`config.mk`:
```
export PLATFORM = sky130hd
export DESIGN_NAME = fat_table_entry_decoder
export DESIGN_NICKNAME = d
export VERILOG_FILES = /design/src/sv/fted_pkg.sv /design/src/sv/fat_table_entry_decoder.sv /design/src/sv/fted_front.sv /design/src/sv/fted_queue.sv /design/src/sv/fted_back.sv
export SDC_FILE = /design/constraint.sdc
export NUM_CORES = 1
export LEC_CHECK = 0
export BUFFER_PORTS_ARGS = -buffer_cell sky130_fd_sc_hd__buf_2
export CAP_MARGIN = 20
export CELL_PAD_IN_SITES_DETAIL_PLACEMENT = 0
export CELL_PAD_IN_SITES_GLOBAL_PLACEMENT = 1
export CORE_ASPECT_RATIO = 0.8
export CORE_MARGIN = 2
export CORE_UTILIZATION = 25
export DETAILED_ROUTE_END_ITERATION = 7
export PLACE_DENSITY = 0.48
export SLEW_MARGIN = 20
export SYNTH_ARGS = -nofsm -noshare
export SYNTH_HDL_FRONTEND = slang
export SYNTH_SLANG_ARGS = --single-unit
```
`constraint.sdc`:
```
create_clock -name clk -period 11.6 [get_ports clk]
set_input_delay 1.16 -clock clk [delete_from_list [all_inputs] [get_ports clk]]
set_output_delay 1.16 -clock clk [all_outputs]
set_load 0.05 [all_outputs]
```
`src/sv/fted_pkg.sv`:
```
// Shared types, constants and the entry classifier for the allocation table decoder.
// Depends on nothing; every other file of the block imports it.
package fted_pkg;

	// field widths
	localparam int IdxW  = 28;
	localparam int ValW  = 32;
	localparam int CfgW  = 28;
	localparam int OutW  = 64;

	// group queue between front and back
	localparam int QueueDepth = 4;
	localparam int QPtrW      = $clog2(QueueDepth);
	localparam int QCntW      = $clog2(QueueDepth + 1);

	// register indexes on the write port
	localparam logic REG_TABLE_FORMAT = 1'b0;
	localparam logic REG_ENTRY_COUNT  = 1'b1;

	// table format codes
	localparam logic [1:0] FMT_FAT12 = 2'd0;
	localparam logic [1:0] FMT_FAT16 = 2'd1;
	localparam logic [1:0] FMT_FAT32 = 2'd2;

	// entry classes
	localparam logic [1:0] CLS_FREE  = 2'd0;
	localparam logic [1:0] CLS_USED  = 2'd1;
	localparam logic [1:0] CLS_EOC   = 2'd2;
	localparam logic [1:0] CLS_OTHER = 2'd3;

	// saturation point of the entry index
	localparam logic [IdxW-1:0] IDX_MAX = 28'hFFF_FFFF;

	// one completed byte group, as handed from front to back
	typedef struct packed {
		logic [1:0]      fmt;
		logic [ValW-1:0] value;
		logic [IdxW-1:0] idx0;
		logic [IdxW-1:0] idx1;
		logic            emit0;
		logic            emit1;
	} group_t;

	// class of one entry value; FAT32 ignores the top four bits
	function automatic logic [1:0] classify(input logic [1:0] fmt, input logic [ValW-1:0] raw);
		logic [ValW-1:0] v;
		logic [ValW-1:0] end_lo;
		logic [ValW-1:0] end_hi;
		logic [ValW-1:0] used_hi;
		logic [1:0]      cls;
		v = raw;
		unique case (fmt)
			FMT_FAT12: begin
				end_lo = 32'h0000_0FF8; end_hi = 32'h0000_0FFF; used_hi = 32'h0000_0FEF;
			end
			FMT_FAT16: begin
				end_lo = 32'h0000_FFF8; end_hi = 32'h0000_FFFF; used_hi = 32'h0000_FFEF;
			end
			default: begin
				v = raw & 32'h0FFF_FFFF;
				end_lo = 32'h0FFF_FFF8; end_hi = 32'h0FFF_FFFF; used_hi = 32'h0FFF_FFEF;
			end
		endcase
		if (v == '0)
			cls = CLS_FREE;
		else if (v >= end_lo && v <= end_hi)
			cls = CLS_EOC;
		else if (v >= 32'd2 && v <= used_hi)
			cls = CLS_USED;
		else
			cls = CLS_OTHER;
		return cls;
	endfunction

endpackage

```
`src/sv/fat_table_entry_decoder.sv`:
```
// Allocation table decoder: a group's accepted closing byte passes the group queue,
// then the back part's output register, before its first entry word goes out on the
// master side. Throughput: one byte per cycle in unless the queue is full; one entry
// word per cycle out unless m_tready is low, set by the output register; a FAT12 group
// gives two words; the four-deep queue absorbs the burst. Reset (arst_n low) clears
// configuration, assembly, index, queue and output valid at once; no clearing pass.
module fat_table_entry_decoder (
	input  logic                     clk,
	input  logic                     arst_n,
	input  logic                     cfg_we,
	input  logic                     cfg_index,
	input  logic [fted_pkg::CfgW-1:0] cfg_data,
	input  logic                     s_tvalid,
	output logic                     s_tready,
	input  logic [7:0]               s_tdata,   // [7:0] table_byte
	input  logic                     s_tuser,   // [0] restart
	output logic                     m_tvalid,
	input  logic                     m_tready,
	output logic [fted_pkg::OutW-1:0] m_tdata,  // [27:0] entry_index, [59:28] entry_value,
	                                            // [61:60] entry_class, [63:62] zero
	output logic                     m_tlast    // run_last
);
	import fted_pkg::*;

	logic   q_push;
	logic   q_full;
	logic   q_pop;
	logic   q_valid;
	group_t q_in;
	group_t q_head;

	// front: configuration, assembly, index
	fted_front u_front (
		.clk        (clk),
		.arst_n     (arst_n),
		.cfg_we     (cfg_we),
		.cfg_index  (cfg_index),
		.cfg_data   (cfg_data),
		.s_tvalid   (s_tvalid),
		.s_tready   (s_tready),
		.table_byte (s_tdata),
		.restart    (s_tuser),
		.q_full     (q_full),
		.q_push     (q_push),
		.q_data     (q_in)
	);

	// group queue
	fted_queue u_queue (
		.clk        (clk),
		.arst_n     (arst_n),
		.push       (q_push),
		.push_data  (q_in),
		.full       (q_full),
		.pop        (q_pop),
		.head_valid (q_valid),
		.head       (q_head)
	);

	// back: entry split, class, output register
	fted_back u_back (
		.clk        (clk),
		.arst_n     (arst_n),
		.head_valid (q_valid),
		.head       (q_head),
		.pop        (q_pop),
		.m_tvalid   (m_tvalid),
		.m_tready   (m_tready),
		.m_tdata    (m_tdata),
		.m_tlast    (m_tlast)
	);

endmodule

```
`src/sv/fted_front.sv`:
```
// Front part: configuration registers, byte assembly and index bookkeeping.
// Pushes into the queue one record per completed group with an entry below the entry count. Depends on fted_pkg.
module fted_front (
	input  logic                     clk,
	input  logic                     arst_n,
	input  logic                     cfg_we,
	input  logic                     cfg_index,
	input  logic [fted_pkg::CfgW-1:0] cfg_data,
	input  logic                     s_tvalid,
	output logic                     s_tready,
	input  logic [7:0]               table_byte,
	input  logic                     restart,
	input  logic                     q_full,
	output logic                     q_push,
	output fted_pkg::group_t         q_data
);
	import fted_pkg::*;

	logic [1:0]      fmt_raw_q;
	logic [IdxW-1:0] count_q;
	logic [1:0]      phase_q;
	logic [23:0]     asm_q;
	logic [IdxW-1:0] idx_q;

	logic [1:0]      fmt;
	logic [1:0]      last_pos;
	logic [1:0]      phase;
	logic [23:0]     asm_cur;
	logic [23:0]     asm_nxt;
	logic [IdxW-1:0] idx0;
	logic [IdxW-1:0] idx1;
	logic [IdxW-1:0] idx2;
	logic            accept;
	logic            complete;
	logic [ValW-1:0] value;

	// format code 3 behaves as FAT32
	always_comb begin
		unique case (fmt_raw_q)
			FMT_FAT12: begin fmt = FMT_FAT12; last_pos = 2'd2; end
			FMT_FAT16: begin fmt = FMT_FAT16; last_pos = 2'd1; end
			default:   begin fmt = FMT_FAT32; last_pos = 2'd3; end
		endcase
	end

	assign s_tready = !q_full;
	assign accept   = s_tvalid && s_tready;

	// restart clears assembly and index before the byte is taken
	assign phase   = restart ? 2'd0 : phase_q;
	assign asm_cur = restart ? 24'd0 : asm_q;
	assign idx0    = restart ? '0 : idx_q;
	assign complete = (phase >= last_pos);

	// saturating index steps
	assign idx1 = (idx0 == IDX_MAX) ? IDX_MAX : idx0 + 28'd1;
	assign idx2 = (idx0 >= IDX_MAX - 28'd1) ? IDX_MAX : idx0 + 28'd2;

	// group value from held bytes and the closing byte
	always_comb begin
		unique case (fmt)
			FMT_FAT12: value = {8'h00, table_byte, asm_cur[15:0]};
			FMT_FAT16: value = {16'h0000, table_byte, asm_cur[7:0]};
			default:   value = {table_byte, asm_cur};
		endcase
	end

	// byte placed into the assembly word
	always_comb begin
		asm_nxt = asm_cur;
		unique case (phase)
			2'd0:    asm_nxt[7:0]   = asm_cur[7:0]   | table_byte;
			2'd1:    asm_nxt[15:8]  = asm_cur[15:8]  | table_byte;
			2'd2:    asm_nxt[23:16] = asm_cur[23:16] | table_byte;
			default: asm_nxt = asm_cur;
		endcase
	end

	// record for the back part
	always_comb begin
		q_data.fmt   = fmt;
		q_data.value = value;
		q_data.idx0  = idx0;
		q_data.idx1  = idx1;
		q_data.emit0 = (idx0 < count_q);
		q_data.emit1 = (fmt == FMT_FAT12) && (idx1 < count_q);
	end
	assign q_push = accept && complete && (q_data.emit0 || q_data.emit1);

	// configuration, assembly and index state
	always_ff @(posedge clk or negedge arst_n) begin
		if (!arst_n) begin
			fmt_raw_q <= FMT_FAT12;
			count_q   <= '0;
			phase_q   <= 2'd0;
			asm_q     <= 24'd0;
			idx_q     <= '0;
		end else begin
			if (cfg_we && cfg_index == REG_TABLE_FORMAT)
				fmt_raw_q <= cfg_data[1:0];
			if (cfg_we && cfg_index == REG_ENTRY_COUNT)
				count_q <= cfg_data[IdxW-1:0];
			if (accept) begin
				if (complete) begin
					phase_q <= 2'd0;
					asm_q   <= 24'd0;
					idx_q   <= (fmt == FMT_FAT12) ? idx2 : idx1;
				end else begin
					phase_q <= phase + 2'd1;
					asm_q   <= asm_nxt;
					idx_q   <= idx0;
				end
			end
		end
	end

endmodule

```
`src/sv/fted_queue.sv`:
```
// Short queue of completed group records between front and back.
// Depends on fted_pkg for the record type and depth.
module fted_queue (
	input  logic             clk,
	input  logic             arst_n,
	input  logic             push,
	input  fted_pkg::group_t push_data,
	output logic             full,
	input  logic             pop,
	output logic             head_valid,
	output fted_pkg::group_t head
);
	import fted_pkg::*;

	group_t           mem_q [QueueDepth];
	logic [QPtrW-1:0] wr_ptr_q;
	logic [QPtrW-1:0] rd_ptr_q;
	logic [QCntW-1:0] cnt_q;

	assign full       = (cnt_q == QCntW'(QueueDepth));
	assign head_valid = (cnt_q != '0);
	assign head       = mem_q[rd_ptr_q];

	// record storage
	always_ff @(posedge clk) begin
		if (push)
			mem_q[wr_ptr_q] <= push_data;
	end

	// pointers and fill count
	always_ff @(posedge clk or negedge arst_n) begin
		if (!arst_n) begin
			wr_ptr_q <= '0;
			rd_ptr_q <= '0;
			cnt_q    <= '0;
		end else begin
			if (push)
				wr_ptr_q <= wr_ptr_q + QPtrW'(1);
			if (pop)
				rd_ptr_q <= rd_ptr_q + QPtrW'(1);
			if (push && !pop)
				cnt_q <= cnt_q + QCntW'(1);
			else if (pop && !push)
				cnt_q <= cnt_q - QCntW'(1);
		end
	end

endmodule

```
`src/sv/fted_back.sv`:
```
// Back part: splits group records into entry words, classes them and holds
// the output register. Depends on fted_pkg.
module fted_back (
	input  logic                     clk,
	input  logic                     arst_n,
	input  logic                     head_valid,
	input  fted_pkg::group_t         head,
	output logic                     pop,
	output logic                     m_tvalid,
	input  logic                     m_tready,
	output logic [fted_pkg::OutW-1:0] m_tdata,
	output logic                     m_tlast
);
	import fted_pkg::*;

	logic            valid_q;
	logic [OutW-1:0] data_q;
	logic            last_q;
	logic            half_q;

	logic            load;
	logic            first_pending;
	logic [IdxW-1:0] e_idx;
	logic [ValW-1:0] e_val;
	logic            e_last;

	assign load = head_valid && (!valid_q || m_tready);

	// pick the entry of the head record still to be sent
	assign first_pending = head.emit0 && !half_q;
	assign e_idx  = first_pending ? head.idx0 : head.idx1;
	assign e_last = first_pending ? !head.emit1 : 1'b1;

	always_comb begin
		if (head.fmt == FMT_FAT12)
			e_val = first_pending ? {20'h0, head.value[11:0]} : {20'h0, head.value[23:12]};
		else
			e_val = head.value;
	end

	assign pop = load && e_last;

	// output register
	always_ff @(posedge clk or negedge arst_n) begin
		if (!arst_n) begin
			valid_q <= 1'b0;
			half_q  <= 1'b0;
		end else begin
			if (!valid_q || m_tready)
				valid_q <= head_valid;
			if (load)
				half_q <= !e_last;
		end
	end

	always_ff @(posedge clk) begin
		if (load) begin
			data_q <= {2'b00, classify(head.fmt, e_val), e_val, e_idx};
			last_q <= e_last;
		end
	end

	assign m_tvalid = valid_q;
	assign m_tdata  = data_q;
	assign m_tlast  = last_q;

endmodule

```
==> flow_summary.json, run 1 <==
{
  "status": "complete, no violations",
  "cp-startpoint": "s_tuser",
  "overflow": 0,
  "cp_max_fo": 49,
  "grt_pass1_vias": 14100,
  "syn-cell-area_sq_um": 23200,
  "first_pass_iters": 5,
  "synth_top_cell_by_area": "edfxtp_1",
  "post_synth.cell_area_avg_sq_um": 15.4,
  "grt_first_pass_wirelength_microns": 95300,
  "synth_common_cells": "431 x edfxtp_1, 132 x nand2_1, 93 x dfrtp_1, 87 x mux4_2, 78 x ha_1",
  "ctsHoldBuffers": 0,
  "ys_types": 71,
  "drv_slew": 0,
  "r2r_start": "u_front.idx_q[2]",
  "required_ns": 11.84,
  "num_io_pins": 110,
  "fin_area_sq_um": 27300,
  "portBuffers": 107,
  "path_clk_slew_ns": 0.06,
  "antenna_left": 0,
  "yosysSeqAreaShare_pct": 65.7,
  "clkSinkCount": 524,
  "final_layout_size_suffix_gt1_share_pct": 23.5,
  "dieHeight_microns": 277,
  "r2r_end": "u_queue.mem_q[1][0]",
  "setup_viol": 0,
  "synth.top_cell.area_share_pct": 55.7,
  "clk_path_buf_depth": 3,
  "placed_area_sq_um": 25300,
  "synth_warnings": 0,
  "finalHoldViolations": 0,
  "grt_max_degree": 62,
  "ys.flop_type": "edfxtp_1",
  "cts_setup_buffers": 0,
  "yosys_register_bits": 524,
  "ctsRootBufferMaster": "clkbuf_16",
  "via_per_inst": 4.59,
  "synth-adder-area-share_pct": 4.28,
  "p_leak_nw": 10.1,
  "start_kind": "input pin",
  "cap_violations": 0,
  "area_delta_synth_final_pct": 17.5,
  "fin_total_pwr_mw": 7.00,
  "max-slew-margin-rel_pct": 28.3,
  "arrival_ns": 8.27,
  "fin_worst_skew_ns": 0.0421,
  "drc_errors": 0,
  "antenna_found_initial": 1,
  "synth-xor-area-share_pct": 1.66,
  "first_iter_violations": 962,
  "wire_per_inst_microns": 21.8,
  "dp_hpwl_microns": 41200,
  "final_nets": 1759,
  "synthMuxAreaShare_pct": 12.5,
  "initial_core_util_pct": 25.1,
  "dieArea_sq_um": 95500,
  "min_period_over_period_pct": 69.2,
  "path_class": "in2reg",
  "layout_min_cycle_time_ns": 8.03,
  "synth-compound-area-share_pct": 5.46,
  "fp.coreArea_sq_um": 92600,
  "yosysMostFrequentCell": "edfxtp_1",
  "drt-total-wl_microns": 63300,
  "rr_worst_depth": 19,
  "clock_latency_ns": 0.65,
  "dr_total_vias": 13400,
  "crit_end": "u_queue.mem_q[1][0]",
  "grtUsageTotal_pct": 13.3,
  "min_path_type": "reg2reg",
  "cts_tree": "done",
  "htree_levels": 2,
  "synth-simple-area-share_pct": 8.19,
  "syn_inst": 1506,
  "timing.fmax_mhz": 125,
  "die_w_microns": 345,
  "cts_resized": 0,
  "synth_edf_count": 431,
  "place.gp.congestion": 0.775,
  "synth.area.top_cells": "edfxtp_1 56%, dfrtp_1 10%, mux4_2 8.4%",
  "p_per_area_nw_per_um2": 256,
  "regToRegSetupSlack_ns": 3.94,
  "synth-async-reset-ratio_pct": 17.7,
  "rsz0062_at_grt": "false",
  "cts_buffers": 57,
  "row_count": 100,
  "ir_drop_mv": 0.122,
  "tns_ns": 0,
  "synth_top_family_by_area": "multiplexers",
  "tightest_slew_ns": 1.08,
  "endpoint_kind": "flip-flop"
}
==> layout make-up <==
type | instances | area [sq um]
Tap cell | 1224 | 1530
Clock inverter | 38 | 517
Antenna cell | 1 | 2.50
Inverter | 61 | 229
Timing Repair Buffer | 135 | 748
Fill cell | 9303 | 65300
Sequential cell | 524 | 15300
Multi-Input combinational cell | 858 | 7510
Clock buffer | 68 | 1510
==> worst min-delay path by stage <==
stage                            startpoint                end  slack (ns)  cells past startpoint
after global routing      u_front.asm_q[19]  u_front.asm_q[19]        0.50                      2
after detailed placement  u_front.asm_q[17]  u_front.asm_q[17]        0.46                      2
after floorplan            u_front.asm_q[0]   u_front.asm_q[0]        0.44                      2
after global placement     u_front.asm_q[3]   u_front.asm_q[3]        0.45                      2
after CTS                 u_front.asm_q[17]  u_front.asm_q[17]        0.48                      2
final                     u_front.asm_q[17]  u_front.asm_q[17]        0.47                      2
==> stage by stage <==
| step | worst slack [ns] | hold slack [ns] | instances | util [%] |
|---|---|---|---|---|
| finish | 3.57 | 0.470 | 2909 | 29.5 |
| CTS | 3.63 | 0.476 | 2908 | 29.5 |
| detailed placement | 2.98 | 0.462 | 2802 | 27.3 |
| global route | 3.10 | 0.496 | 2908 | 29.5 |
| global placement | 3.22 | 0.455 | 2802 | 27.3 |
| floorplan | 3.05 | 0.442 | 1507 | - |
==> sequential cells by signal (all words and copies together), names as in the netlist, 2 cells and up <==
register           count
u_queue.rd_ptr_q       2
u_front.asm_q         24
u_queue.wr_ptr_q       2
u_queue.mem_q        368
u_front.idx_q         28
u_queue.cnt_q          3
u_front.phase_q        2
u_front.count_q       28
u_back.m_tdata        62
u_front.fmt_raw_q      2
==> worst max-delay path, stage by stage <==
cell	delay [ns]
buf_2	0.25
nor2b_1	0.44
ha_1	0.32
nand4b_1	0.25
or4_1	0.67
nor4_1	0.58
nor3b_1	0.42
nand2_1	0.12
xor2_1	0.16
o21ai_0	0.54
ha_1	0.36
nand4_1	0.14
nor3_1	0.11
nand3_1	0.24
nor4_1	0.10
o21ai_1	0.18
o211a_1	0.31
o21a_1	0.34
and2_4	0.65
buf_4	0.68
==> where the power goes <==
group,internal [mW],switching (mW)
Sequential,2.49,0.164
Clock,1.16,0.803
Combinational,0.828,1.55
Total,4.48,2.52
==> per-layer routing <==
| metal | wire length [microns] | GRT usage (%) | up-vias |
|---|---|---|---|
| met5 | 0 | 0 | - |
| met4 | 1270 | 3.29 | 0 |
| met3 | 2290 | 1.96 | 82 |
| met2 | 27600 | 19.7 | 257 |
| met1 | 32100 | 20.4 | 6940 |
| li1 | - | - | 6074 |
==> cell usage in the layout (no fill, tap or decap), types with 11 or more instances in the layout <==
cell	count
dfrtp_1	91
inv_1	59
buf_2	106
mux2_2	60
nor4_1	15
mux4_2	87
clkbuf_16	57
nor2_1	37
and2_1	11
edfxtp_1	431
nor3_1	20
o21ai_0	59
xor2_1	25
nand4_1	20
a22o_1	20
ha_1	78
mux2i_1	14
a21oi_1	43
nand2b_1	12
nor2b_1	60
a21o_1	19
nand2_1	131
buf_4	29
xnor2_1	19
nand3_1	22
==> cell families after synthesis <==
kind of cell | Yosys count
flip-flops | 524
AO/OA/AOI/OAI | 197
buffers and inverters | 125
adder cells (fa/ha/maj) | 79
XOR/XNOR | 44
multiplexers | 166
other | 1
AND/OR/NAND/NOR | 370
No activity file was read; power rests on OpenSTA's default activity.
==> inputs of run 2 (changes only) <==
PLACE_DENSITY = 0.5   (was 0.48)
clock period = 6.8 ns   (was 11.6 ns; I/O delays follow)
==> run 2 against run 1 <==
Compared with the run above:
- die area unchanged
- worst setup slack lost 3.0 ns
- highest routed layer unchanged
- largest cell class unchanged
- clock-buffer cell count is 6 higher
==> flow_summary.json, run 2 (synthesis results as in run 1) <==
{
  "drt-total-wl_microns": 62700,
  "start_kind": "flip-flop",
  "cts_buffers": 57,
  "required_ns": 7.32,
  "p_per_area_nw_per_um2": 430,
  "max-slew-margin-rel_pct": 24.2,
  "endpoint_kind": "flip-flop",
  "initial_core_util_pct": 25.1,
  "ir_drop_mv": 0.302,
  "grt_first_pass_wirelength_microns": 94000,
  "path_clk_slew_ns": 0.06,
  "fp.coreArea_sq_um": 92600,
  "dr_total_vias": 13400,
  "cts_tree": "done",
  "portBuffers": 107,
  "clock_latency_ns": 0.66,
  "final_cell_count_no_fill": 2932,
  "final_layout_size_suffix_gt1_share_pct": 24.6,
  "max_flop_register": "u_queue.mem_q",
  "drv_slew": 0,
  "row_count": 100,
  "min_path_type": "in2async",
  "antenna_left": 0,
  "finalHoldViolations": 0,
  "fin_worst_skew_ns": 0.0439,
  "die_w_microns": 345,
  "drc_errors": 0,
  "layout_min_cycle_time_ns": 6.28,
  "min_period_over_period_pct": 92.3,
  "grt_max_degree": 68,
  "grt_pass1_vias": 14000,
  "final_nets": 1782,
  "path_class": "reg2reg",
  "placed_area_sq_um": 25600,
  "switchingPower_mw": 4.29,
  "clkSinkCount": 524,
  "cp_max_fo": 7,
  "ctsRootBufferMaster": "clkbuf_16",
  "crit_chain": "nor2b_1 -> ha_1 -> nand4b_1 -> buf_4 -> nor4_1 -> nand3_1 -> nor4_1 -> nand2_1 -> xor2_1 -> nand2_1 -> ha_1 -> nand4_1 -> nor3_1 -> nand3_1 -> nor4_1 -> o21ai_1 -> o211a_1 -> o21a_1 -> ha_1 -> inv_1 -> fa_1 -> mux2_2",
  "cp_slowest_cell": "nor4_1",
  "fin_total_pwr_mw": 11.8,
  "cts_setup_buffers": 0,
  "antenna_cells": 0,
  "cap_violations": 0,
  "arrival_ns": 6.79,
  "final_common_cell": "edfxtp_1",
  "via_per_inst": 4.59,
  "overflow": 0,
  "clkPwrFrac_pct": 27.1,
  "dp_cells": 2825,
  "dp_hpwl_microns": 41900,
  "area_delta_synth_final_pct": 18.5,
  "seqPwrFrac_pct": 38.2,
  "setup_viol": 0,
  "p_leak_nw": 10.2,
  "switching_share_pct": 36.2,
  "timing.fmax_mhz": 159,
  "wire_per_inst_microns": 21.4,
  "grtUsageTotal_pct": 13.2,
  "max_stage_delay_ns": 0.51,
  "htree_levels": 2,
  "fillers": 9231,
  "antenna_found_initial": 0,
  "first_iter_violations": 975,
  "mostFrequentLayoutCells": "431 x edfxtp_1, 131 x nand2_1, 106 x buf_2",
  "clk_path_buf_depth": 3,
  "rsz0062_at_grt": "false",
  "tightest_slew_ns": 1.13,
  "place.gp.congestion": 0.801,
  "dieHeight_microns": 277,
  "largest_reg_flops": 368,
  "internal_power_mw": 7.56,
  "fin_area_sq_um": 27500,
  "dieArea_sq_um": 95500,
  "pwr-share-comb_pct": 34.6,
  "status": "complete, no violations",
  "ctsHoldBuffers": 0,
  "num_io_pins": 110,
  "first_pass_iters": 7
}
## run 2: changes by cell type in the layout (fill, tap and decap cells not counted), sizes merged
| cell | delta |
|---|---|
| buf | +23 |
| clkbuf | +6 |
| bufinv | -5 |
| clkinv | -4 |
| clkinvlp | +2 |
| inv | +2 |
| diode | -1 |
## run 2: power by group through the flow
stage	Sequential (mW)	Combinational [mW]	Clock [mW]
2_1_floorplan	5.20	2.27	0
3_3_place_gp	4.60	4.15	0
3_5_place_dp	4.61	4.17	0
4_1_cts	4.55	4.19	3.33
5_1_grt	4.60	4.45	3.45
6_report	4.53	4.10	3.22
## run 2: area by class of cell
cell class | count | area (sq um) | share of cell area [%]
Clock buffer | 74 | 1590 | 5.77
Clock inverter | 33 | 387 | 1.40
Inverter | 61 | 229 | 0.831
Multi-Input combinational cell | 858 | 7520 | 27.3
Sequential cell | 524 | 15300 | 55.5
Tap cell | 1224 | 1530 | 5.56
Timing Repair Buffer | 158 | 1010 | 3.66
## run 2: what timing repair did
item,CTS,global route
resized for setup,0,1
endpoints found under the hold margin,0,0
endpoints found under the setup margin,0,1
## run 2: worst max-delay path, delay by kind of cell, from the launching register on
kind            cells  cell delay (ns)
fa+ha+maj           4             1.30
simple gates       11             3.06
buf+inv             2             0.26
xor+xnor            1             0.22
mux                 1             0.27
flops               1             0.46
compound gates      3             0.56
## run 2: path summary, 6_finish.rpt
path | from | end | slack [ns] | depth (start not counted)
min reg2reg | u_front.asm_q[1] | u_front.asm_q[1] | 0.47 | 2
min | arst_n | u_front.count_q[27] | 0.09 | 1
max reg2reg | u_front.idx_q[1] | u_queue.cnt_q[1] | 0.52 | 22
min in group clk | m_tready | u_back.m_tvalid | 0.24 | 2
max in group asynchronous | arst_n | u_front.idx_q[7] | 5.44 | 2
max | u_front.idx_q[1] | u_queue.cnt_q[1] | 0.52 | 22
## run 2: routing by layer
metal  global-route usage [%]  vias to the layer above  share of wire, %
met4                     2.91                        0               1.5
li1                         -                     6108                 -
met1                     20.2                     6966                51
met2                     19.3                      309                43
met5                        0                        -                 0
met3                     2.28                       66               4.4
## run 2: metrics by stage
step | setup WS [ns] | hold slack [ns] | setup TNS [ns] | util (%)
floorplan | -0.249 | 0.384 | -91.76 | -
global placement | 0.239 | 0.453 | 0 | 27.6
detailed placement | 0.195 | 0.462 | 0 | 27.6
CTS | 0.547 | 0.0966 | 0 | 29.7
global route | 0.00439 | 0.137 | 0 | 29.7
finish | 0.523 | 0.0910 | 0 | 29.7
==> inputs of run 3 (changes only) <==
ABC_CLOCK_PERIOD_IN_PS = 6800   (was default)
PLACE_DENSITY = 0.46   (was 0.5)
==> run 3 against run 2 <==
Compared with the run above:
- non-clock buffer count increased by 3
- power increased by 1.0%
- maximum frequency about the same
- register-to-register slack about the same
- critical path depth increased by 2
- routed wire length increased by 4.1%
- global-route usage increased by 0.59 points
- clock-buffer cell count decreased by 3
- die area unchanged
- sequential cell count unchanged
- critical path type unchanged
- highest routed layer is now met5
==> flow_summary.json, run 3 (synthesis results as in run 1) <==
{
  "clock_latency_ns": 0.66,
  "dieHeight_microns": 277,
  "p_leak_nw": 10.2,
  "antenna_left": 0,
  "setup_viol": 0,
  "first_pass_iters": 7,
  "cts_buffers": 59,
  "cp_slowest_cell": "or4_1",
  "drc_errors": 0,
  "dp_hpwl_microns": 43700,
  "wire_per_inst_microns": 22.2,
  "grtUsageTotal_pct": 13.7,
  "ctsRootBufferMaster": "clkbuf_16",
  "dr_total_vias": 13500,
  "num_io_pins": 110,
  "ctsHoldBuffers": 0,
  "cts_tree": "done",
  "path_class": "reg2reg",
  "endpoint_kind": "flip-flop",
  "final_layout_size_suffix_gt1_share_pct": 24.9,
  "max_flop_register": "u_queue.mem_q",
  "final_common_cell": "edfxtp_1",
  "cap_violations": 0,
  "critPathTopFamily": "simple AND/OR/NAND/NOR gates",
  "crit_chain": "nor2b_1 -> ha_1 -> nand4b_1 -> or4_1 -> nor4_1 -> buf_4 -> nor3b_1 -> nand2_1 -> xor2_1 -> o21ai_0 -> ha_1 -> nand4_1 -> nor3_1 -> nor3_1 -> o2111ai_1 -> a21oi_1 -> o211a_1 -> o21a_1 -> ha_1 -> inv_1 -> fa_1 -> xor2_1 -> nor2_1 -> xor2_1",
  "timing.fmax_mhz": 159,
  "layout_min_cycle_time_ns": 6.27,
  "via_per_inst": 4.57,
  "r2r_start": "u_front.idx_q[1]",
  "path_clk_slew_ns": 0.06,
  "p_per_area_nw_per_um2": 433,
  "first_iter_violations": 930,
  "hold-worst-slack_ns": 0.111,
  "antenna_found_initial": 2,
  "grt_pass1_vias": 14100,
  "clkSinkCount": 524,
  "post-route-util_pct": 29.9,
  "cts_setup_buffers": 0,
  "rsz0062_at_grt": "false",
  "clk_path_buf_depth": 3,
  "final_cell_count_no_fill": 2942,
  "fillers": 9202,
  "cp_max_fo": 7,
  "area_delta_synth_final_pct": 18.9,
  "drt-total-wl_microns": 65300,
  "r2r_end": "u_queue.cnt_q[2]",
  "fin_worst_skew_ns": 0.0810,
  "regToRegSetupSlack_ns": 0.53,
  "initial_core_util_pct": 25.1,
  "start_kind": "flip-flop",
  "largest_reg_flops": 368,
  "post-place-ws_ns": 0.149,
  "min_period_over_period_pct": 92.2,
  "grt_max_degree": 71,
  "max_stage_delay_ns": 0.65,
  "arrival_ns": 6.86,
  "die_w_microns": 345,
  "dieArea_sq_um": 95500,
  "rr_worst_depth": 24,
  "mostFrequentLayoutCells": "431 x edfxtp_1, 131 x nand2_1, 106 x buf_2",
  "fp.coreArea_sq_um": 92600,
  "ir_drop_mv": 0.228,
  "place.gp.congestion": 0.774,
  "min_path_type": "in2async",
  "htree_levels": 2,
  "tightest_slew_ns": 1.07,
  "worst_slack_ns": 0.528,
  "grt_first_pass_wirelength_microns": 97400,
  "crit_buf_inv": 2,
  "finalHoldViolations": 0,
  "portBuffers": 107,
  "drv_slew": 0,
  "final_nets": 1787,
  "row_count": 100,
  "dp_cells": 2828,
  "overflow": 0,
  "max-slew-margin-rel_pct": 28.2,
  "status": "complete, no violations",
  "required_ns": 7.39
}
[run 3: changes by cell type in the layout (fill, tap and decap cells not counted), sizes merged]
cell / change
clkinv: +10
buf: +3
clkbuf: -3
clkinvlp: -2
diode: +2
bufinv: +1
inv: -1
[run 3: through the flow]
stage               cell area (sq um)  TNS (ns)  total power, mW
CTS                             27600         0             12.2
finish                          27600         0             12.0
global placement                25600         0             8.83
global route                    27600         0             12.7
detailed placement              25600         0             8.83
floorplan                       23300    -91.76             7.47
[run 3: area by class of cell]
type / count / area [sq um] / share of cell area (%)
repair buffers: 161 / 1040 / 3.78
clock buffers: 71 / 1570 / 5.69
flip-flops and latches: 524 / 15300 / 55.3
inverters: 61 / 229 / 0.828
multi-input cells: 858 / 7530 / 27.2
well taps: 1224 / 1530 / 5.54
diodes: 2 / 5.00 / 0.0181
clock inverters: 41 / 457 / 1.65
[run 3: worst max-delay path by stage]
stage                     start                   to  slack (ns)  cells past startpoint
2_1_floorplan           s_tuser  u_queue.mem_q[0][0]       -0.25                     23
3_3_place_gp            s_tuser     u_queue.cnt_q[1]        0.34                     23
3_5_place_dp            s_tuser     u_queue.cnt_q[1]        0.15                     23
4_1_cts        u_front.idx_q[1]     u_queue.cnt_q[1]        0.45                     22
5_1_grt        u_front.idx_q[1]     u_queue.cnt_q[2]        0.06                     24
6_report       u_front.idx_q[1]     u_queue.cnt_q[2]        0.53                     24
[run 3: what timing repair did]
action,in CTS,in global routing
hold endpoints to repair,0,0
endpoints found under the setup margin,0,1
resized for setup,0,1
[run 3: routing by layer]
layer	vias to the layer above	global-route usage, %	routed length (microns)
met4	2	3.11	1200
met2	271	19.5	27400
met3	82	2.48	3010
met5	-	0	13
li1	6137	-	-
met1	6967	21.5	33600
[run 3: power breakdown]
group	switching [mW]	internal (mW)	leakage, nW
combinational	2.64	1.45	4.05
clock	1.39	1.90	0.983
sequential	0.343	4.25	5.18
